<file path="config.mk">
export PLATFORM = sky130hd
export DESIGN_NAME = reorder_buffer_cumulative_ack
export DESIGN_NICKNAME = d
export VERILOG_FILES = /design/src/hw/rtl/rcab_pkg.sv /design/src/hw/rtl/rcab_ctrl.sv /design/src/hw/rtl/rcab_dp.sv /design/src/hw/rtl/reorder_buffer_cumulative_ack.sv
export SDC_FILE = /design/constraint.sdc
export NUM_CORES = 2
export LEC_CHECK = 0
export BUFFER_PORTS_ARGS = -buffer_cell sky130_fd_sc_hd__buf_2
export CAP_MARGIN = 25
export CORE_ASPECT_RATIO = 1.4
export CORE_MARGIN = 2
export CORE_UTILIZATION = 58
export DETAILED_ROUTE_END_ITERATION = 7
export PLACE_DENSITY = 0.72
export SYNTH_ARGS = -nofsm -noshare
export SYNTH_HDL_FRONTEND = slang
export SYNTH_HIERARCHICAL = 1
export SYNTH_SLANG_ARGS = --single-unit
export TNS_END_PERCENT = 1
</file>
<file path="constraint.sdc">
create_clock -name clk -period 13.55 [get_ports clk]
set_input_delay 1.355 -clock clk [delete_from_list [all_inputs] [get_ports clk]]
set_output_delay 1.355 -clock clk [all_outputs]
set_load 0.05 [all_outputs]
</file>
<file path="src/hw/rtl/rcab_pkg.sv">
// Shared types and constants for the cumulative-ack reorder buffer.
// Used by rcab_ctrl, rcab_dp, the top level and the port checker.
package rcab_pkg;

    localparam int SEQ_W = 31;
    localparam int TAG_W = 16;
    localparam int LEN_W = 14;

    // Slot count: the slot index is the low bits of the id, so keep it a power of two
    localparam int SLOT_COUNT = 32;
    localparam int SLOT_W     = $clog2(SLOT_COUNT);

    localparam logic [SEQ_W-1:0] SEQ_MAX   = {SEQ_W{1'b1}};
    localparam logic [SEQ_W-1:0] SEQ_FIRST = SEQ_W'(1);

    // Result kinds
    localparam logic KIND_DELIVER = 1'b0;
    localparam logic KIND_ACK     = 1'b1;

    // Input item: one packet descriptor
    typedef struct packed {
        logic [SEQ_W-1:0] seq_id;
        logic             is_final;
        logic [TAG_W-1:0] payload_tag;
        logic [LEN_W-1:0] payload_len;
    } rcab_in_t;

    // Result item
    typedef struct packed {
        logic             kind;
        logic [TAG_W-1:0] out_tag;
        logic [LEN_W-1:0] out_len;
        logic [SEQ_W-1:0] ack_id;
        logic             done_res;
        logic             last;
    } rcab_out_t;

    // One buffered packet in the slot memory
    typedef struct packed {
        logic [SEQ_W-1:0] seq_id;
        logic             is_final;
        logic [TAG_W-1:0] tag;
        logic [LEN_W-1:0] len;
    } rcab_slot_t;

    // Controller to datapath
    typedef struct packed {
        logic load_in;       // capture the incoming item
        logic rd_exp;        // slot memory read address: expected id slot, else item slot
        logic store;         // write item into its slot, set valid
        logic clr_seq_slot;  // clear valid of the item's slot
        logic clr_exp_slot;  // clear valid of the expected id's slot
        logic advance;       // expected id + 1, saturating
        logic set_done;      // final packet consumed
        logic emit_in;       // deliver the held item
        logic emit_mem;      // deliver the buffered packet just read
        logic emit_ack;      // cumulative ack, last result of the item
    } rcab_cmd_t;

    // Datapath to controller
    typedef struct packed {
        logic seq_eq;        // item id equals expected id
        logic seq_gt;        // item id is ahead of expected id
        logic fin;           // item is the final packet
        logic seq_slot_vld;  // item's slot is occupied
        logic stale_hit;     // item's slot holds this same id
        logic drain_hit;     // expected id's slot holds the expected id
        logic drain_final;   // that buffered packet is the final one
        logic out_free;      // result register can take a new result
    } rcab_sts_t;

    // Controller states
    typedef enum logic [5:0] {
        S_IDLE  = 6'b000001,
        S_EVAL  = 6'b000010,
        S_STALE = 6'b000100,
        S_FETCH = 6'b001000,
        S_DRAIN = 6'b010000,
        S_ACK   = 6'b100000
    } rcab_state_t;

endpackage

</file>
<file path="src/hw/rtl/rcab_ctrl.sv">
// Controller state machine for the reorder buffer.
// Depends on rcab_pkg; drives rcab_dp through rcab_cmd_t, reads rcab_sts_t.
module rcab_ctrl
    import rcab_pkg::*;
(
    input  logic      clk,
    input  logic      rst_n,
    input  logic      pkt_valid,
    output logic      pkt_ready,
    input  rcab_sts_t sts,
    output rcab_cmd_t cmd
);

    rcab_state_t state_reg, state_next;

    // State register
    always_ff @(posedge clk or negedge rst_n)
    begin
        if (!rst_n)
        begin
            state_reg <= S_IDLE;
        end
        else
        begin
            state_reg <= state_next;
        end
    end

    assign pkt_ready = (state_reg == S_IDLE);

    // Next state and commands
    always_comb
    begin
        state_next = state_reg;
        cmd        = '0;
        unique case (state_reg)
            S_IDLE:
            begin
                if (pkt_valid)
                begin
                    cmd.load_in = 1'b1;
                    state_next  = S_EVAL;
                end
            end
            S_EVAL:
            begin
                // memory read of the item's slot is under way for S_STALE
                if (sts.out_free)
                begin
                    if (sts.seq_eq && !sts.fin)
                    begin
                        cmd.emit_in = 1'b1;
                        cmd.advance = 1'b1;
                        state_next  = S_STALE;
                    end
                    else
                    begin
                        // ack right away: old, ahead, or in-order final
                        cmd.emit_ack = 1'b1;
                        if (sts.seq_eq)
                        begin
                            cmd.set_done = 1'b1;
                            cmd.advance  = 1'b1;
                        end
                        if (sts.seq_gt && !sts.seq_slot_vld)
                        begin
                            cmd.store = 1'b1;
                        end
                        state_next = S_IDLE;
                    end
                end
            end
            S_STALE:
            begin
                // drop a leftover copy of the id just delivered
                cmd.clr_seq_slot = sts.stale_hit;
                state_next       = S_FETCH;
            end
            S_FETCH:
            begin
                cmd.rd_exp = 1'b1;
                state_next = S_DRAIN;
            end
            S_DRAIN:
            begin
                // keep reading the expected slot while a result waits
                cmd.rd_exp = 1'b1;
                if (!sts.drain_hit)
                begin
                    state_next = S_ACK;
                end
                else if (sts.drain_final)
                begin
                    // buffered final: no delivery, drain ends
                    cmd.clr_exp_slot = 1'b1;
                    cmd.set_done     = 1'b1;
                    cmd.advance      = 1'b1;
                    state_next       = S_ACK;
                end
                else if (sts.out_free)
                begin
                    cmd.emit_mem     = 1'b1;
                    cmd.clr_exp_slot = 1'b1;
                    cmd.advance      = 1'b1;
                    state_next       = S_FETCH;
                end
            end
            S_ACK:
            begin
                if (sts.out_free)
                begin
                    cmd.emit_ack = 1'b1;
                    state_next   = S_IDLE;
                end
            end
            default:
            begin
                state_next = S_IDLE;
            end
        endcase
    end

endmodule

</file>
<file path="src/hw/rtl/rcab_dp.sv">
// Datapath for the reorder buffer: expected id, done flag, slot valid bits,
// slot memory and the result register. Depends on rcab_pkg.
module rcab_dp
    import rcab_pkg::*;
(
    input  logic      clk,
    input  logic      rst_n,
    input  rcab_in_t  pkt,
    input  logic      res_ready,
    output logic      res_valid,
    output rcab_out_t res,
    input  rcab_cmd_t cmd,
    output rcab_sts_t sts
);

    rcab_in_t                in_reg;
    logic [SEQ_W-1:0]        exp_reg, exp_next;
    logic                    done_reg, done_next;
    logic [SLOT_COUNT-1:0]   slot_vld_reg, slot_vld_next;
    rcab_slot_t              slot_mem [SLOT_COUNT];
    rcab_slot_t              rd_reg;
    logic                    res_valid_reg, res_valid_next;
    rcab_out_t               res_reg, res_next;

    logic [SLOT_W-1:0]       seq_slot;
    logic [SLOT_W-1:0]       exp_slot;
    logic [SLOT_W-1:0]       rd_addr;
    logic [SEQ_W-1:0]        exp_inc;
    logic                    out_free;
    rcab_slot_t              wr_entry;

    assign seq_slot = in_reg.seq_id[SLOT_W-1:0];
    assign exp_slot = exp_reg[SLOT_W-1:0];
    assign rd_addr  = cmd.rd_exp ? exp_slot : seq_slot;
    assign exp_inc  = (exp_reg == SEQ_MAX) ? exp_reg : exp_reg + SEQ_W'(1);
    assign out_free = !res_valid_reg || res_ready;

    // Held input item
    always_ff @(posedge clk)
    begin
        if (cmd.load_in)
        begin
            in_reg <= pkt;
        end
    end

    // Slot memory: one write, one registered read
    assign wr_entry = '{seq_id:   in_reg.seq_id,
                        is_final: in_reg.is_final,
                        tag:      in_reg.payload_tag,
                        len:      in_reg.payload_len};

    always_ff @(posedge clk)
    begin
        if (cmd.store)
        begin
            slot_mem[seq_slot] <= wr_entry;
        end
        rd_reg <= slot_mem[rd_addr];
    end

    // Expected id, done flag, valid bits
    always_comb
    begin
        exp_next      = cmd.advance ? exp_inc : exp_reg;
        done_next     = done_reg | cmd.set_done;
        slot_vld_next = slot_vld_reg;
        if (cmd.store)
        begin
            slot_vld_next[seq_slot] = 1'b1;
        end
        if (cmd.clr_seq_slot)
        begin
            slot_vld_next[seq_slot] = 1'b0;
        end
        if (cmd.clr_exp_slot)
        begin
            slot_vld_next[exp_slot] = 1'b0;
        end
    end

    always_ff @(posedge clk or negedge rst_n)
    begin
        if (!rst_n)
        begin
            exp_reg      <= SEQ_FIRST;
            done_reg     <= 1'b0;
            slot_vld_reg <= '0;
        end
        else
        begin
            exp_reg      <= exp_next;
            done_reg     <= done_next;
            slot_vld_reg <= slot_vld_next;
        end
    end

    // Result register
    always_comb
    begin
        res_next       = res_reg;
        res_valid_next = res_valid_reg && !res_ready;
        if (cmd.emit_in || cmd.emit_mem)
        begin
            res_valid_next    = 1'b1;
            res_next.kind     = KIND_DELIVER;
            res_next.out_tag  = cmd.emit_mem ? rd_reg.tag : in_reg.payload_tag;
            res_next.out_len  = cmd.emit_mem ? rd_reg.len : in_reg.payload_len;
            res_next.ack_id   = '0;
            res_next.done_res = done_reg;
            res_next.last     = 1'b0;
        end
        else if (cmd.emit_ack)
        begin
            // ack carries the expected id after this cycle's update, minus one
            res_valid_next    = 1'b1;
            res_next.kind     = KIND_ACK;
            res_next.out_tag  = '0;
            res_next.out_len  = '0;
            res_next.ack_id   = exp_next - SEQ_W'(1);
            res_next.done_res = done_next;
            res_next.last     = 1'b1;
        end
    end

    always_ff @(posedge clk or negedge rst_n)
    begin
        if (!rst_n)
        begin
            res_valid_reg <= 1'b0;
        end
        else
        begin
            res_valid_reg <= res_valid_next;
        end
    end

    always_ff @(posedge clk)
    begin
        res_reg <= res_next;
    end

    assign res_valid = res_valid_reg;
    assign res       = res_reg;

    // Status to the controller
    always_comb
    begin
        sts.seq_eq       = (in_reg.seq_id == exp_reg);
        sts.seq_gt       = (in_reg.seq_id > exp_reg);
        sts.fin          = in_reg.is_final;
        sts.seq_slot_vld = slot_vld_reg[seq_slot];
        sts.stale_hit    = slot_vld_reg[seq_slot] && (rd_reg.seq_id == in_reg.seq_id);
        sts.drain_hit    = slot_vld_reg[exp_slot] && (rd_reg.seq_id == exp_reg);
        sts.drain_final  = rd_reg.is_final;
        sts.out_free     = out_free;
    end

endmodule

</file>
<file path="src/hw/rtl/reorder_buffer_cumulative_ack.sv">
// Reorder buffer with cumulative ack, top level.
// Old, ahead or in-order final packet: handled in S_IDLE and S_EVAL, ack registered from S_EVAL.
// In-order packet: S_IDLE, S_EVAL, S_STALE, then S_FETCH and S_DRAIN per drained buffered packet
// and once more to end the drain, then S_ACK; each drained slot costs one read of the slot memory
// (registered read) plus its check. Output stalls hold the controller only when a result is waiting.
// Reset (rst_n, async) clears control, slot valid bits, done, and sets the expected id to 1; no clearing pass.
module reorder_buffer_cumulative_ack
    import rcab_pkg::*;
(
    input  logic      clk,
    input  logic      rst_n,
    input  logic      pkt_valid,
    output logic      pkt_ready,
    input  rcab_in_t  pkt,
    output logic      res_valid,
    input  logic      res_ready,
    output rcab_out_t res
);

    rcab_cmd_t cmd;
    rcab_sts_t sts;

    rcab_ctrl u_ctrl (
        .clk       (clk),
        .rst_n     (rst_n),
        .pkt_valid (pkt_valid),
        .pkt_ready (pkt_ready),
        .sts       (sts),
        .cmd       (cmd)
    );

    rcab_dp u_dp (
        .clk       (clk),
        .rst_n     (rst_n),
        .pkt       (pkt),
        .res_ready (res_ready),
        .res_valid (res_valid),
        .res       (res),
        .cmd       (cmd),
        .sts       (sts)
    );

endmodule

</file>
==> flow_summary.yaml <==
outcome:
  outcome: "completed"
critical_path:
  critPathMaxFanout: 41
  timing.critical_path.arrival_ps: 7370
  timing.setup.critical_path_class: "register to register"
  critical_path.reg2reg.startpoint: "u_dp/exp_reg[1]"
  kind_of_start_point_of_the_critical_path: "register"
  timing.reg2reg.setup_slack_ps: 6900
  crit-reg2reg-capture: "u_dp/slot_vld_reg[30]"
  crit_path_end_kind: "register"
  cp.required_ps: 14270
  r2r_cells: 17
die:
  placeableCoreArea_um2: 150000
  start_util_pct: 58.5
  die_width_um: 333
  die_ar_um2: 154000
  placementRows: 168
  die-height_um: 464
  pin_count: 132
logic_synthesis:
  synth_cells: 4698
  synth.distinct_cells: 76
  synth_fa_ha_area_share_pct: 0.514
  synth_enable_flop_cells: 2077
  synth_simple_gate_area_share_pct: 6.35
  postSynthAreaPerCell_um2: 18.7
  async_reset_ff_share_pct: 3.17
  netlist_area_um2: 87600
  synth.mux.area_fraction_pct: 13.3
  synthTopCellsByArea: "edfxtp_1 71%, mux4_2 13%, nand2_1 2.6%"
  share_of_the_synthesized_netlist_area_taken_by_xor_and_xnor_gates_pct: 0.969
  synth-seq-cells: 2242
  synthesized_area_fraction_occupied_by_ao_oa_aoi_and_oai_cells_pct: 2.11
  synth_top_area_share_pct: 71.2
  yosysTopAreaCell: "edfxtp_1"
  main_combinational_cell_family_by_area_after_synthesis: "multiplexers"
  mappedNetlistNets: 4800
  synthFlopType: "edfxtp_1"
  ys_warn_count: 6
  synth-seq-area-share_pct: 75.3
clocking:
  tritoncts_num_sinks: 2242
  cts_hold_buffers_added: 0
  max-clock-path-buffers: 3
  cts_max_level: 4
  cts_made_buffers: 195
  worst_setup_hold_path_clk_slew_ps: 70
  tritoncts_clock_tree: "built"
  post_cts_resized: 0
  clockRootBuffer: "clkbuf_16"
  clock_latency_ps: 840
  post_cts_buffers: 0
global_route:
  grt_max_degree: 125
  number_of_antenna_violations_at_the_first_check_in_global_routing: 2
  grt_first_pass_wirelength_mm: 319
  grt.total_usage_pct: 28.6
  grt_pass1_vias: 46900
  globalRoute.totalOverflow: 0
min_path:
  worst_hold_path.num_cells: 2
  holdPathEnd: "u_dp/res[15]"
  worst_hold_path_type: "register to register"
  timing.hold.worst.start: "u_dp/res[15]"
route:
  drcViolationCount: 0
  wl_mm: 219
  drt_first_pass_iters: 8
  first_iter_violations: 5924
  via_per_inst: 6.59
  routed-via-count: 46400
  wl_per_cell_um: 31.1
  ant_nets: 0
finish:
  finalNonFillerCells: 7035
  multi_input_comb_area_um2: 20700
  syn2layout_area_growth_pct: 11.7
  postLayoutCellArea_um2: 97900
  antenna_cells: 0
  final-seq-area_um2: 66000
  n_fill_cell: 9798
  final_layout_size_suffix_gt1_share_pct: 22.6
  final_net_count: 5010
  largest_reg_flops: 1984
timing:
  rsz0062_at_grt: "false"
  max_clock_freq_ghz: 0.150
  finalSetupViolCount: 0
  setup-tns-final_ps: 0
  post-route-period-util_pct: 49.1
  finalMaxSlewViolations: 0
  skew_final_ps: 34.4
  maxSlewHeadroom_pct: 26.5
  worst-slew-pin-transition_ps: 1100
  timing.final.hold_violations: 0
  final_period_minus_worst_setup_slack_ps: 6650
placed_design:
  place_inst: 6651
  hpwl_reported_at_the_end_of_detailed_placement_mm: 121
  placement.cell_area_um2: 91300
  finalWeightedCongestion: 0.892
  port-buffer-count: 131
power_and_ir_drop:
  power_mw: 16.0
  p_per_area_nw_per_um2: 164
  ir_drop_v: 0.000159
  p_leak_nw: 32.1
flow_run:
  max_cap_violations: 0
-- metal layers --
layer | GRT usage, % | vias to the layer above | part of all wire [%]
met2 | 48.0 | 2619 | 51
met3 | 4.77 | 427 | 9.5
met4 | 10.8 | 2 | 3.7
met1 | 37.9 | 24100 | 36
met5 | 0 | - | 0.0059
li1 | - | 19200 | -
-- critical path: stages, from the launching register on --
cell and delay, ps:
dfrtp_1 910, inv_1 250, ha_1 360, nor2b_1 130, o21a_1 120, o21a_1 100
o21a_1 110, o21a_1 110, o21a_1 90, o21ai_0 70, a311oi_1 420, nand2_1 100
nor3_1 610, nand3_1 890, nor2_4 1020, buf_4 780, nor2_1 90, a221oi_1 280
-- synth_stat cells, types with 6 or more instances --
master	count
xor2_1	14
a31oi_1	9
nand2_1	602
buf_6	6
a21o_1	16
o21a_1	7
buf_2	12
inv_1	48
and4_1	11
nand3b_1	6
xnor2_1	83
a221oi_1	30
buf_1	66
nor2_1	98
clkbuf_1	177
dfrtp_1	69
nor4_1	24
o31ai_1	13
and2_1	14
nand4_1	33
nand2b_1	6
edfxtp_1	2077
dfxtp_1	94
nand3_1	339
a22o_1	32
nor2b_1	6
and3_1	19
mux4_2	512
mux2i_1	8
nor3_1	22
o21ai_0	86
a21oi_1	25
ha_1	36
a22oi_1	8
a32o_1	6
-- placed cells by master, fill, tap and decap left out, drive strengths merged, types with 13 or more instances in the layout --
master,count
xor2,14
edfxtp,2077
nor3,24
nor4,26
o21ai,89
bufinv,13
a21oi,25
clkbuf,262
buf,276
nand4,34
o31ai,14
inv,58
nand2,603
clkinv,79
a221oi,30
and3,21
dfrtp,69
and2,15
nor2,98
mux4,512
nand3,339
dfxtp,94
ha,36
a21o,16
a22o,32
xnor2,83
-- final cells by class --
class | count | share of cell area, %
Clock buffer | 260 | 5.46
Clock inverter | 109 | 0.972
Inverter | 48 | 0.184
Multi-Input combinational cell | 2143 | 21.2
Sequential cell | 2242 | 67.4
Tap cell | 1955 | 2.50
Timing Repair Buffer | 278 | 2.28
-- worst max-delay path by stage --
stage                     cells after the start                     to  slack, ps            start
after floorplan                              18   u_dp/slot_vld_reg[5]       7080  u_dp/in_reg[31]
after global placement                       17  u_dp/slot_vld_reg[27]       7120  u_dp/exp_reg[1]
after detailed placement                     17  u_dp/slot_vld_reg[30]       7140  u_dp/exp_reg[1]
after CTS                                    17  u_dp/slot_vld_reg[30]       7110  u_dp/exp_reg[1]
after global routing                         17  u_dp/slot_vld_reg[30]       6710  u_dp/exp_reg[1]
final                                        17  u_dp/slot_vld_reg[30]       6900  u_dp/exp_reg[1]
-- through the flow --
| stage | setup WS (ps) | hold WS (ps) | utilization, % |
|---|---|---|---|
| 2_1_floorplan | 7080 | 446 | - |
| 3_3_place_gp | 7120 | 436 | 60.8 |
| 3_5_place_dp | 7140 | 438 | 60.9 |
| 4_1_cts | 7110 | 450 | 65.1 |
| 5_1_grt | 6710 | 456 | 65.3 |
| 6_report | 6900 | 445 | 65.3 |
-- logic make-up after synthesis --
group,count (synthesis)
fa+ha+maj,36
simple gates,1218
compound gates,269
flops,2242
buf+inv,313
mux,523
xor+xnor,97
-- report_power, final --
| group | switching [mW] | internal, mW |
|---|---|---|
| combinational | 1.58 | 0.814 |
| clock | 2.47 | 3.03 |
| sequential | 0.155 | 7.99 |
Power figures use the tool's default switching activity.
